## src/hdl/pps_pkg.sv

```systemverilog
// Shared constants and types for the preemptive priority scheduler.
// No dependencies; imported by every module in this block.
package pps_pkg;

	localparam int SLOTS     = 8;
	localparam int TIME_BITS = 16;
	localparam int SLOT_W    = (SLOTS > 1) ? $clog2(SLOTS) : 1;
	localparam int CNT_W     = $clog2(SLOTS + 1);

	// fixed field widths
	localparam int CFG_W   = 4;
	localparam int SLOT_FW = 3;
	localparam int BURST_W = 8;
	localparam int ARR_W   = 16;
	localparam int RANK_W  = 8;
	localparam int TIME_FW = 16;

	localparam logic [TIME_BITS-1:0] TIME_MAX = '1;

	localparam logic OP_LOAD = 1'b0;
	localparam logic OP_TICK = 1'b1;

	typedef struct packed {
		logic load;    // write one slot from the input item
		logic start;   // tick accepted: clear scan state
		logic scan;    // examine the slot at the scan index
		logic finish;  // apply the tick and fill the result register
	} pps_cmd_t;

	typedef struct packed {
		logic scan_last;  // scan index is on the last slot in use
		logic n_zero;     // no slots in use
	} pps_stat_t;

endpackage

```

## src/hdl/pps_ctrl.sv

```systemverilog
// Sequencer for the scheduler: idle, slot scan, finish.
// Depends on pps_pkg; drives pps_dp through pps_cmd_t.
module pps_ctrl (
	input  logic              clk,
	input  logic              arst_n,
	input  logic              in_valid,
	input  logic              opcode,
	input  logic              out_stall,
	input  pps_pkg::pps_stat_t stat,
	output pps_pkg::pps_cmd_t  cmd,
	output logic              in_stall,
	output logic              out_valid
);
	import pps_pkg::*;

	typedef enum logic [1:0] {
		ST_IDLE,
		ST_SCAN,
		ST_FIN
	} state_t;

	state_t state_q;
	logic   out_valid_q;
	logic   in_take;
	logic   out_free;

	assign in_stall = (state_q != ST_IDLE);
	assign in_take  = in_valid && !in_stall;
	assign out_free = !out_valid_q || !out_stall;

	always_comb begin
		cmd.load   = in_take && (opcode == OP_LOAD);
		cmd.start  = in_take && (opcode == OP_TICK);
		cmd.scan   = (state_q == ST_SCAN);
		cmd.finish = (state_q == ST_FIN) && out_free;
	end

	always_ff @(posedge clk or negedge arst_n) begin
		if (!arst_n) begin
			state_q     <= ST_IDLE;
			out_valid_q <= 1'b0;
		end else begin
			case (state_q)
				ST_IDLE: begin
					if (cmd.start) begin
						state_q <= stat.n_zero ? ST_FIN : ST_SCAN;
					end
				end
				ST_SCAN: begin
					if (stat.scan_last) begin
						state_q <= ST_FIN;
					end
				end
				ST_FIN: begin
					if (out_free) begin
						state_q <= ST_IDLE;
					end
				end
				default: begin
					state_q <= ST_IDLE;
				end
			endcase
			if (cmd.finish) begin
				out_valid_q <= 1'b1;
			end else if (!out_stall) begin
				out_valid_q <= 1'b0;
			end
		end
	end

	assign out_valid = out_valid_q;

endmodule

```

## src/hdl/pps_dp.sv

```systemverilog
// Datapath: task slot table, time counter, scan selector, result register.
// Depends on pps_pkg; commanded by pps_ctrl.
module pps_dp (
	input  logic                         clk,
	input  logic                         arst_n,
	input  pps_pkg::pps_cmd_t            cmd,
	output pps_pkg::pps_stat_t           stat,
	input  logic                         cfg_we,
	input  logic [pps_pkg::CFG_W-1:0]    cfg_wdata,
	input  logic [pps_pkg::SLOT_FW-1:0]  slot,
	input  logic [pps_pkg::BURST_W-1:0]  burst,
	input  logic [pps_pkg::ARR_W-1:0]    arrival,
	input  logic [pps_pkg::RANK_W-1:0]   urgency,
	output logic [pps_pkg::SLOT_FW-1:0]  served_slot,
	output logic                         idle,
	output logic                         finished,
	output logic [pps_pkg::TIME_FW-1:0]  now,
	output logic [pps_pkg::TIME_FW-1:0]  turnaround,
	output logic [pps_pkg::TIME_FW-1:0]  waiting,
	output logic                         all_done
);
	import pps_pkg::*;

	logic [CFG_W-1:0]     task_count_q;
	logic [TIME_BITS-1:0] clock_q;
	logic [BURST_W-1:0]   rem_q  [SLOTS];
	logic [BURST_W-1:0]   full_q [SLOTS];
	logic [ARR_W-1:0]     arr_q  [SLOTS];
	logic [RANK_W-1:0]    rank_q [SLOTS];

	logic [CNT_W-1:0]     idx_q;
	logic [CNT_W-1:0]     nz_q;      // in-use slots with service owed
	logic                 found_q;
	logic [SLOT_W-1:0]    best_q;
	logic [RANK_W-1:0]    best_rank_q;
	logic [ARR_W-1:0]     best_arr_q;
	logic [BURST_W-1:0]   best_full_q;
	logic [BURST_W-1:0]   best_rem_q;

	logic [SLOT_FW-1:0]   o_slot_q;
	logic                 o_idle_q;
	logic                 o_fin_q;
	logic [TIME_FW-1:0]   o_now_q;
	logic [TIME_FW-1:0]   o_turn_q;
	logic [TIME_FW-1:0]   o_wait_q;
	logic                 o_done_q;

	logic [CNT_W-1:0]     n_use;
	logic [SLOT_W-1:0]    scan_i;
	logic [SLOT_W-1:0]    load_i;
	logic                 scan_nz;
	logic                 scan_take;
	logic                 all_fin;
	logic                 served;
	logic                 fin_now;
	logic [TIME_BITS-1:0] clock_next;
	logic [TIME_BITS-1:0] turn;
	logic [TIME_BITS-1:0] full_ext;
	logic [TIME_BITS-1:0] wait_v;

	// task_count above SLOTS acts as SLOTS
	assign n_use  = (32'(task_count_q) > SLOTS) ? CNT_W'(SLOTS) : CNT_W'(task_count_q);
	assign scan_i = idx_q[SLOT_W-1:0];
	assign load_i = SLOT_W'(slot);

	assign stat.scan_last = (idx_q == n_use - CNT_W'(1));
	assign stat.n_zero    = (n_use == '0);

	assign scan_nz   = (rem_q[scan_i] != '0);
	assign scan_take = scan_nz && (TIME_BITS'(arr_q[scan_i]) <= clock_q)
	                   && (!found_q || (rank_q[scan_i] < best_rank_q));

	assign all_fin    = (nz_q == '0);
	assign served     = found_q && !all_fin;
	assign fin_now    = served && (best_rem_q == BURST_W'(1));
	assign clock_next = (clock_q == TIME_MAX) ? clock_q : clock_q + TIME_BITS'(1);
	assign turn       = clock_next - TIME_BITS'(best_arr_q);
	assign full_ext   = TIME_BITS'(best_full_q);
	assign wait_v     = (turn >= full_ext) ? turn - full_ext : '0;

	// control state and the owed-service table clear at reset
	always_ff @(posedge clk or negedge arst_n) begin
		if (!arst_n) begin
			task_count_q <= '0;
			clock_q      <= '0;
			idx_q        <= '0;
			nz_q         <= '0;
			found_q      <= 1'b0;
			for (int k = 0; k < SLOTS; k++) begin
				rem_q[k] <= '0;
			end
		end else begin
			if (cfg_we) begin
				task_count_q <= cfg_wdata;
			end
			if (cmd.load && (32'(slot) < SLOTS)) begin
				rem_q[load_i] <= burst;
			end
			if (cmd.start) begin
				idx_q   <= '0;
				nz_q    <= '0;
				found_q <= 1'b0;
			end
			if (cmd.scan) begin
				idx_q <= idx_q + CNT_W'(1);
				if (scan_nz) begin
					nz_q <= nz_q + CNT_W'(1);
				end
				if (scan_take) begin
					found_q <= 1'b1;
				end
			end
			if (cmd.finish && !all_fin) begin
				clock_q <= clock_next;
				if (served) begin
					rem_q[best_q] <= best_rem_q - BURST_W'(1);
				end
			end
		end
	end

	// payload: slot fields, running best, result register
	always_ff @(posedge clk) begin
		if (cmd.load && (32'(slot) < SLOTS)) begin
			full_q[load_i] <= burst;
			arr_q[load_i]  <= arrival;
			rank_q[load_i] <= urgency;
		end
		if (cmd.scan && scan_take) begin
			best_q      <= scan_i;
			best_rank_q <= rank_q[scan_i];
			best_arr_q  <= arr_q[scan_i];
			best_full_q <= full_q[scan_i];
			best_rem_q  <= rem_q[scan_i];
		end
		if (cmd.finish) begin
			o_slot_q <= served ? SLOT_FW'(best_q) : '0;
			o_idle_q <= !served;
			o_fin_q  <= fin_now;
			o_now_q  <= all_fin ? TIME_FW'(clock_q) : TIME_FW'(clock_next);
			o_turn_q <= fin_now ? TIME_FW'(turn) : '0;
			o_wait_q <= fin_now ? TIME_FW'(wait_v) : '0;
			o_done_q <= all_fin || ((nz_q == CNT_W'(1)) && fin_now);
		end
	end

	assign served_slot = o_slot_q;
	assign idle        = o_idle_q;
	assign finished    = o_fin_q;
	assign now         = o_now_q;
	assign turnaround  = o_turn_q;
	assign waiting     = o_wait_q;
	assign all_done    = o_done_q;

endmodule

```

## src/hdl/preemptive_priority_scheduler.sv

```systemverilog
// Top level of the preemptive priority scheduler: pps_ctrl sequencer plus pps_dp datapath.
// Depends on pps_pkg, pps_ctrl and pps_dp.
//
//  channel | handshake              | payload
//  --------+------------------------+--------------------------------------------------
//  cfg     | cfg_we                 | cfg_wdata = task_count
//  in      | in_valid / in_stall    | opcode, slot, burst, arrival, urgency
//  out     | out_valid / out_stall  | served_slot, idle, finished, now, turnaround,
//          |                        | waiting, all_done
//
// A load item writes its slot at the edge where it is taken; it gives no item out.
// For a tick item, n = slots in use (0..8): the slot table is scanned one slot per cycle over
// the n slots for the most urgent ready task, then the finish state applies the tick.
// The finish cycle waits while the result register is still held by out_stall; the next
// item is accepted as soon as the tick has been written to the result register.
// arst_n clears the time counter, task_count, owed service and the handshake state;
// burst, arrival and rank of a slot are undefined until it is loaded.
module preemptive_priority_scheduler (
	input  logic                         clk,
	input  logic                         arst_n,
	input  logic                         cfg_we,
	input  logic [pps_pkg::CFG_W-1:0]    cfg_wdata,
	input  logic                         in_valid,
	output logic                         in_stall,
	input  logic                         opcode,
	input  logic [pps_pkg::SLOT_FW-1:0]  slot,
	input  logic [pps_pkg::BURST_W-1:0]  burst,
	input  logic [pps_pkg::ARR_W-1:0]    arrival,
	input  logic [pps_pkg::RANK_W-1:0]   urgency,
	output logic                         out_valid,
	input  logic                         out_stall,
	output logic [pps_pkg::SLOT_FW-1:0]  served_slot,
	output logic                         idle,
	output logic                         finished,
	output logic [pps_pkg::TIME_FW-1:0]  now,
	output logic [pps_pkg::TIME_FW-1:0]  turnaround,
	output logic [pps_pkg::TIME_FW-1:0]  waiting,
	output logic                         all_done
);
	import pps_pkg::*;

	pps_cmd_t  cmd;
	pps_stat_t stat;

	pps_ctrl u_ctrl (
		.clk       (clk),
		.arst_n    (arst_n),
		.in_valid  (in_valid),
		.opcode    (opcode),
		.out_stall (out_stall),
		.stat      (stat),
		.cmd       (cmd),
		.in_stall  (in_stall),
		.out_valid (out_valid)
	);

	pps_dp u_dp (
		.clk         (clk),
		.arst_n      (arst_n),
		.cmd         (cmd),
		.stat        (stat),
		.cfg_we      (cfg_we),
		.cfg_wdata   (cfg_wdata),
		.slot        (slot),
		.burst       (burst),
		.arrival     (arrival),
		.urgency     (urgency),
		.served_slot (served_slot),
		.idle        (idle),
		.finished    (finished),
		.now         (now),
		.turnaround  (turnaround),
		.waiting     (waiting),
		.all_done    (all_done)
	);

	// an accepted tick moves the sequencer out of idle, which raises in_stall
	a_tick_busy: assert property (@(posedge clk) disable iff (!arst_n)
		in_valid && !in_stall && (opcode == OP_TICK) |=> in_stall)
		else $error("tick accepted without entering scan/finish");

	// an idle tick names no slot and completes nothing
	a_idle_clean: assert property (@(posedge clk) disable iff (!arst_n)
		out_valid && idle |-> (served_slot == '0) && !finished)
		else $error("idle result carries slot or completion");

	// waiting never exceeds turnaround
	a_wait_le_turn: assert property (@(posedge clk) disable iff (!arst_n)
		out_valid && finished |-> (waiting <= turnaround))
		else $error("waiting larger than turnaround");

	// an all-done report without service leaves time where it was
	a_done_holds: assert property (@(posedge clk) disable iff (!arst_n)
		out_valid && !out_stall && all_done |=> !out_valid || !idle || !all_done
		|| $stable(now))
		else $error("time advanced after all tasks finished");

endmodule

```

## config.mk

```make
export PLATFORM = sky130hd
export DESIGN_NAME = preemptive_priority_scheduler
export DESIGN_NICKNAME = d
export VERILOG_FILES = /design/src/hdl/pps_pkg.sv /design/src/hdl/pps_ctrl.sv /design/src/hdl/pps_dp.sv /design/src/hdl/preemptive_priority_scheduler.sv
export SDC_FILE = /design/constraint.sdc
export NUM_CORES = 1
export LEC_CHECK = 0
export ABC_AREA = 0
export ABC_CLOCK_PERIOD_IN_PS = 14420
export BUFFER_PORTS_ARGS = -buffer_cell sky130_fd_sc_hd__buf_2
export CAP_MARGIN = 20
export CORE_MARGIN = 2
export CORE_UTILIZATION = 35
export CTS_CLUSTER_DIAMETER = 60
export DETAILED_ROUTE_END_ITERATION = 10
export GPL_ROUTABILITY_DRIVEN = 0
export GPL_TIMING_DRIVEN = 0
export HOLD_SLACK_MARGIN = 0.02
export SLEW_MARGIN = 40
export SYNTH_ARGS = -nofsm -noshare
export SYNTH_HDL_FRONTEND = slang
export SYNTH_SLANG_ARGS = --single-unit
```

## constraint.sdc

```tcl
create_clock -name clk -period 14.42 [get_ports clk]
set_clock_uncertainty 0.05 [all_clocks]
set_input_delay 3.605 -clock clk [delete_from_list [all_inputs] [get_ports clk]]
set_output_delay 3.605 -clock clk [all_outputs]
set_load 0.05 [all_outputs]
```

# After elaboration in Yosys (flattened, before gate mapping)
# Memory sizes are Yosys's and may differ from the RTL's. A register that Yosys moved wholly into a read port is not among the register bits.
# Index checks and enable logic that the tools add are counted.
[op_classes] n_addsub=7 magnitude_cmp=9 eq_ne=10 mux=32 bitwise=4 reduce_logical=30
[ops] op="two-way mux 64 bit" n=3
[ops] op="bitwise mux 64 bit" n=2
[ops] op="demux 8 bit (select 3 bit)" n=2
[ops] op="two-way mux 16 bit" n=2
[ops] op="two-way mux 8 bit" n=4
[ops] op="binary-select mux 8 bit (select 3 bit)" n=1
[ops] op="two-way mux 4 bit" n=6
[ops] op="adder 16 x 1 -> 16 bit, second input constant" n=1
[ops] op="equality test 16 bit, second input constant" n=1
[ops] op=">= comparator 16 x 8 -> 1 bit" n=1
[ops] op="<= comparator 16 bit" n=1
[ops] op="subtractor 16 bit" n=1
[ops] op="subtractor 16 x 8 -> 16 bit" n=1
[ops] op="logical AND 1 bit" n=13
[ops] op=">= comparator 4 bit, second input constant" n=3
[ops] op="inverter 3 -> 4 bit" n=3
[ops] op="adder 4 x 1 -> 4 bit, second input constant" n=2
[ops] op="equality test 8 x 1 -> 1 bit, second input constant" n=1
[ops] op="logical NOT 4 bit" n=2
[ops] op="< comparator 4 x 1 -> 1 bit, second input constant" n=2
[ops] op="< comparator 8 bit" n=1
[ops] op="two-way mux 2 bit" n=4
[ops] op="nonzero test 8 bit" n=1
[ops] op="subtractor 8 x 1 -> 8 bit, second input constant" n=1
[ops] op="17 further kinds" n=33
[word_totals] ff_bits=185 mem_bits_rw=256 in_bits=45 output_inout_bits=56 wordCells=121 n_memories=3
[memory_table] name="u_dp.arr_q" words=8 width=16 read_ports=1 rd_clocked_by_memory_dff=0 wr=1 line="pps_dp.sv:28" source="logic [ARR_W-1:0] arr_q [SLOTS];"
[memory_table] name="u_dp.full_q" words=8 width=8 read_ports=1 rd_clocked_by_memory_dff=1 wr=1 line="pps_dp.sv:27" source="logic [BURST_W-1:0] full_q [SLOTS];"
[memory_table] name="u_dp.rank_q" words=8 width=8 read_ports=1 rd_clocked_by_memory_dff=0 wr=1 line="pps_dp.sv:29" source="logic [RANK_W-1:0] rank_q [SLOTS];"

# Logic depth before layout (Yosys ltp)
[logic_depth] ltp_word=10 mapped_depth=24 depth_no_buf=22

# Hierarchy
# A second synthesis with hierarchy kept.
[unflattened] hier_cells=1382 area_unflattened_um2=20338.3
[modules_own_cells] module="pps_dp" n_inst=1 cells_each=1366 area_per_inst_um2=20165.6
[modules_own_cells] module="pps_ctrl" n_inst=1 cells_each=16 area_per_inst_um2=172.7

# Least setup slack after synthesis
# OpenSTA, ideal clock, no wires.
[synth_path] path_kind="in2reg" start="input out_stall" end="register u_dp.rem_q[46] (netlist name)" setup_ns=0.136 t_arrival_ns=8.092 setup_slack_ns=6.142 cell_stages=6 n_path_buf=1 cell_sequence="a21oi_1 > nand2_1 > or3_1 > nor3_1 > clkbuf_1 > o21ai_0"
[synth_via] elab_chain_cells=5
[synth_lines] item="from (decl)" line="preemptive_priority_scheduler.sv:31" source="input logic out_stall,"
[synth_lines] item="logical NOT 1 bit" line="pps_ctrl.sv:29" source="assign out_free = !out_valid_q || !out_stall;"
[synth_lines] item="logical OR 1 bit" line="pps_ctrl.sv:29"
[synth_lines] item="logical AND 1 bit" line="pps_ctrl.sv:35" source="cmd.finish = (state_q == ST_FIN) && out_free;"
[synth_lines] item="logical AND 1 bit" line="pps_dp.sv:113" source="if (cmd.finish && !all_fin) begin"
[synth_lines] item="two-way mux 64 bit" line="pps_dp.sv:113"
[synth_lines] item="to (signal, indexed assignment)" line="pps_dp.sv:97" source="rem_q[load_i] <= burst;"
[synth_lines] item="to (signal, indexed assignment)" line="pps_dp.sv:116" source="rem_q[best_q] <= best_rem_q - BURST_W'(1);"
[synth_lines] item="to (decl)" line="pps_dp.sv:26" source="logic [BURST_W-1:0] rem_q [SLOTS];"
# No other way between the ends.
# A chain may end at the register's enable or synchronous reset.

# Worst setup path in the final report
[layout_path] start="register u_dp.clock_q[1]" end="register u_dp.o_wait_q[2] (netlist: u_dp.waiting[2]) (data pin)"
[layout_via] elab_chain_cells=5
[layout_lines] item="from (decl)" line="pps_dp.sv:25" source="logic [TIME_BITS-1:0] clock_q;"
[layout_lines] item="from (signal assigned)" line="pps_dp.sv:114" source="clock_q <= clock_next;"
[layout_lines] item="adder 16 x 1 -> 16 bit / equality test 16 bit (equally long branches)" line="pps_dp.sv:76" source="assign clock_next = (clock_q == TIME_MAX) ? clock_q : clock_q + TIME_BITS'(1);"
[layout_lines] item="two-way mux 16 bit (*)" line="pps_dp.sv:76"
[layout_lines] item="via u_dp.clock_next[1]" line="pps_dp.sv:56" source="logic [TIME_BITS-1:0] clock_next;"
[layout_lines] item="subtractor 16 bit (*)" line="pps_dp.sv:77" source="assign turn = clock_next - TIME_BITS'(best_arr_q);"
[layout_lines] item="via u_dp.turn[5]" line="pps_dp.sv:57" source="logic [TIME_BITS-1:0] turn;"
[layout_lines] item=">= comparator 16 x 8 -> 1 bit (*)" line="pps_dp.sv:79" source="assign wait_v = (turn >= full_ext) ? turn - full_ext : '0;"
[layout_lines] item="AND reduction 2 bit (no source line) (*)"
[layout_lines] item="to (signal assigned)" line="pps_dp.sv:142" source="o_wait_q <= fin_now ? TIME_FW'(wait_v) : '0;"
[layout_lines] item="to (decl)" line="pps_dp.sv:45" source="logic [TIME_FW-1:0] o_wait_q;"
# The timed path passes the listed nets; every way through them passes the cells marked *.

==> results <==
- The flow ran to the end, and the final reports show no timing, DRC or antenna violations.
- The total wire length is 48800 um.
- The horizontal die dimension is 245 um.
- For this run, the detailed router's first-pass iteration total came to 5.
- The H-tree depth reported by CTS is 2.
- The share of async-settable or async-resettable flops after synthesis is 21.4%.
- The worst setup path is of the register to register kind.
- The first-pass GRT wire length is 74500 um.
- The synthesized netlist devotes 6.05% of its cell area to compound gates.
- The starting utilization of the core area is 35.3%.
- The final core utilization is 41.6%.
- In this run, synthesis produced a sequential element count of 449.
- The number of gates resized after CTS was 0.
- The number of fillers in the final layout is 5219.
- Global routing used 16.4% of the available tracks across all layers.
- The final instance area is 23900 um2.
- The most used flip-flop cell after synthesis is sky130_fd_sc_hd__edfxtp_1.
- STA puts the critical path data arrival time at 6550 ps.
- The largest total area in the synthesized netlist belongs to sky130_fd_sc_hd__edfxtp_1.
- The overall power consumption is 5.24 mW.
- The clock period minus worst slack is 6270 ps.
- In the final routed layout, each cell accounts on average for 20.6 um.
- Measured against the total synthesized area, the mux share comes to 13.7%.
- The floorplan has 88 rows.
- Clock-pin slew was measured on the worst setup and hold paths at 60 ps.
- The leftover overflow at the end of global routing is 0.
- The sequential element share of the synthesized area is 64.0%.
- The count of final hold-check violations is 0.
- The number of top-level pins is 101.
- Of all nets on the critical path, the largest fanout is 10.
- The simple-gate portion of the synthesized area is 7.49%.
- In this run the post-CTS setup repair buffer count came out at 0.
- The core area is 57600 um2.
- By area, the combinational part of the netlist is dominated by multiplexers.
- The number of global-route vias before repair was 12259.
- Counting every net in the synthesized netlist gives 1492.
- At the worst endpoint, the required time is 14700 ps.
- The die covers 60000 um2.
- STA classifies the critical path endpoint as a register.
- TritonCTS built the clock tree.
- For the worst-skew pair, the clock arrives at the later sink with an insertion delay of 610 ps.
- Using the TritonRoute via totals, the vias-per-cell ratio works out to 5.12.
- Across the VDD grid, the largest voltage drop is 0.109 mV.
- The multi-input combinational cells in the finished layout cover a total of 6850 um2.
- The number of clock sinks is 449.
- The cell area after synthesis is 20300 um2.
- The count of buffers added on input and output ports is 100.
- The peak clock frequency supported by timing is 0.159 GHz.
- The mean area per synthesized cell is 14.6 um2.
- The number of warnings reported in the yosys synthesis log is 0.
- The area growth from synthesis to final layout is 17.8%.
- The HPWL after detailed placement is 33400 um.
- The max-slew headroom at the worst pin is 35.6%.
- The worst min-delay path class is register to register.
- After synthesis, the cell types taking the most area are sky130_fd_sc_hd__edfxtp_1 52%, sky130_fd_sc_hd__dfrtp_1 12%, sky130_fd_sc_hd__mux4_2 8.9%, sky130_fd_sc_hd__ha_1 3.4%, sky130_fd_sc_hd__mux2_2 2.6%.
- The max-cap check violation count is 0.
- The number of antenna violations at the first check in global routing is 7.
- The violation count after the first detailed-route iteration is 978.
- Setup repair after global routing left no endpoint under its margin.
- Counting along the longest clock path gives a buffer depth of 3.
- The share of the clock period used by the worst path after layout is 43.5%.
- In the routed design, unresolved DRC markers number 0.
- The number of cells on the worst reg-to-reg path is 22.
- For the final routed database, the setup TNS stands at 0 ps.
- The register area is 13000 um2.
- Clock tree synthesis selected as its root buffer the cell sky130_fd_sc_hd__clkbuf_16.
- The post-route netlist has 22.6% of its cells at a drive strength greater than 1.
- The area share of fa/ha/maj cells after synthesis is 3.58%.
- Hold repair after CTS inserted 0 buffers.
- The count of flip-flops with a built-in enable after synthesis is 353.
- The number of unique standard cell types used by synthesis is 56.
- Summed over its instances, the top area cell type makes up 52.2% of the synthesized netlist area.
- The final antenna-violating net count is 0.
- The kind of launch point of the worst setup path is a register.
- The final route contains 12149 vias.
- The post-layout net count is 1666.
- Dividing total power by cell area gives a power density of 219 nW/um2.
- The xor/xnor cell area share of the yosys netlist is 2.63%.
- The chip height is 245 um.
- In this run the cell area measured after placement is 22300 um2.
- The reg-to-reg setup timing slack is 8150 ps.
- The number of buffers created by CTS is 49.
- The final count of pins violating max slew came to 0.
- Entering global routing, the biggest net connects 56 pins.
- The number of cells traversed by the worst hold path is 0.
- The total leakage power is 8.71 nW.
- The slew at the pin closest to its max-slew limit is 966 ps.
- The number of instances in the synthesized netlist is 1390.
- The final setup violation count is 0.
cells in the mapped netlist (3+ instances only):
library cell,count
sky130_fd_sc_hd__a211oi_1,22
sky130_fd_sc_hd__a21boi_0,3
sky130_fd_sc_hd__a21o_1,12
sky130_fd_sc_hd__a21oi_1,61
sky130_fd_sc_hd__and2_1,22
sky130_fd_sc_hd__and3_1,6
sky130_fd_sc_hd__buf_1,15
sky130_fd_sc_hd__clkbuf_1,40
sky130_fd_sc_hd__dfrtp_1,96
sky130_fd_sc_hd__edfxtp_1,353
sky130_fd_sc_hd__ha_1,55
sky130_fd_sc_hd__inv_1,74
sky130_fd_sc_hd__mux2_2,47
sky130_fd_sc_hd__mux2i_1,45
sky130_fd_sc_hd__mux4_2,80
sky130_fd_sc_hd__nand2_1,79
sky130_fd_sc_hd__nand2b_1,14
sky130_fd_sc_hd__nand3_1,17
sky130_fd_sc_hd__nand4_1,16
sky130_fd_sc_hd__nor2_1,86
sky130_fd_sc_hd__nor2b_1,19
sky130_fd_sc_hd__nor3_1,25
sky130_fd_sc_hd__nor4_1,9
sky130_fd_sc_hd__o2111ai_1,5
sky130_fd_sc_hd__o211ai_1,4
sky130_fd_sc_hd__o21a_1,11
sky130_fd_sc_hd__o21ai_0,60
sky130_fd_sc_hd__o31ai_1,4
sky130_fd_sc_hd__or2_2,6
sky130_fd_sc_hd__or3_1,10
sky130_fd_sc_hd__xnor2_1,52
sky130_fd_sc_hd__xor2_1,9
power breakdown:
| group | switching [mW] | internal (mW) |
|---|---|---|
| clock network | 0.519 | 0.701 |
| registers | 0.128 | 1.67 |
| logic | 1.28 | 0.939 |
cells by family (layout without fill, tap and decap cells):
family                   count (synthesis)  after routing
XOR/XNOR                                61             61
adder cells (fa/ha/maj)                 57             57
AND/OR/NAND/NOR                        315            315
AO/OA/AOI/OAI                          201            201
multiplexers                           172            172
other                                    0              2
flip-flops                             449            449
buffers and inverters                  135            350
registers in the layout, indices dropped and copies added, names as in the netlist, 3 cells and up:
signal and count:
u_dp.best_arr_q 16, u_dp.task_count_q 4, u_dp.best_full_q 8, u_dp.clock_q 16, u_dp.waiting 16, u_dp.best_q 3
u_dp.idx_q 4, u_dp.turnaround 16, u_dp.best_rank_q 8, u_dp.full_q 64, u_dp.rank_q 64, u_dp.best_rem_q 8
u_dp.arr_q 128, u_dp.now 16, u_dp.nz_q 4, u_dp.served_slot 3, u_dp.rem_q 64
layout make-up:
class	count	share of cell area, %
clock buffers	72	5.86
multi-input cells	806	28.6
plain buffers	60	1.05
flip-flops and latches	449	54.3
well taps	765	4.00
clock inverters	20	0.852
inverters	75	1.22
diodes	2	0.0209
repair buffers	123	4.02
stage by stage:
step                      hold slack [ps]  setup slack [ps]  instances
after floorplan                       373              6140       1390
after global placement                397              2920       2255
after detailed placement              416              7900       2278
after CTS                             417              8110       2370
after global routing                  432              7760       2370
final                                 410              8150       2372
worst max-delay path, cell delays in order (launching register included):
cell	delay (ps)
sky130_fd_sc_hd__dfrtp_1	480
sky130_fd_sc_hd__ha_1	280
sky130_fd_sc_hd__nand4_1	100
sky130_fd_sc_hd__nor4_1	400
sky130_fd_sc_hd__nand2_1	150
sky130_fd_sc_hd__or2_2	290
sky130_fd_sc_hd__clkbuf_1	220
sky130_fd_sc_hd__a21oi_1	590
sky130_fd_sc_hd__inv_1	100
sky130_fd_sc_hd__ha_1	280
sky130_fd_sc_hd__nor2b_1	140
sky130_fd_sc_hd__o31a_1	340
sky130_fd_sc_hd__o21ai_0	190
sky130_fd_sc_hd__nand2b_1	100
sky130_fd_sc_hd__xor2_1	170
sky130_fd_sc_hd__ha_1	260
sky130_fd_sc_hd__or3_1	380
sky130_fd_sc_hd__o2111ai_1	390
sky130_fd_sc_hd__nand2_1	130
sky130_fd_sc_hd__nor4_1	410
sky130_fd_sc_hd__a21o_2	300
sky130_fd_sc_hd__buf_6	170
sky130_fd_sc_hd__nor2_1	60
final timing paths:
| path | end | start |
|---|---|---|
| min reg2reg | u_dp.best_q[2] | u_dp.idx_q[2] |
| max in group asynchronous | u_dp.clock_q[4] | arst_n |
| max | u_dp.waiting[2] | u_dp.clock_q[1] |
| max reg2reg | u_dp.waiting[2] | u_dp.clock_q[1] |
| min | u_dp.best_q[2] | u_dp.idx_q[2] |
| min in group asynchronous | u_dp.rem_q[59] | arst_n |
metal layers:
| metal | up-vias | GRT usage, % | wire [um] |
|---|---|---|---|
| met5 | - | 0 | 29 |
| met4 | 6 | 3.82 | 926 |
| met3 | 80 | 3.19 | 3150 |
| met2 | 402 | 27.6 | 24000 |
| met1 | 6059 | 21.8 | 20700 |
| li1 | 5602 | - | - |
layout by cell type (no fill, tap or decap), drive strengths merged, types with 9 or more instances in the layout:
cell type	synthesis	final
o21ai	60	60
a21o	13	13
a211oi	22	22
nand2b	14	14
a21oi	61	61
edfxtp	353	353
clkbuf	42	116
buf	18	139
nor2	86	86
xnor2	52	52
inv	74	75
o21a	11	11
ha	55	55
nand3	17	17
mux4	80	80
nor4	9	9
nor2b	19	19
mux2i	45	45
dfrtp	96	96
nand4	17	17
and2	22	22
nor3	25	25
mux2	47	47
xor2	9	9
nand2	79	79
clkinv	1	18
or3	10	10
(Power assumes the default switching activity.)
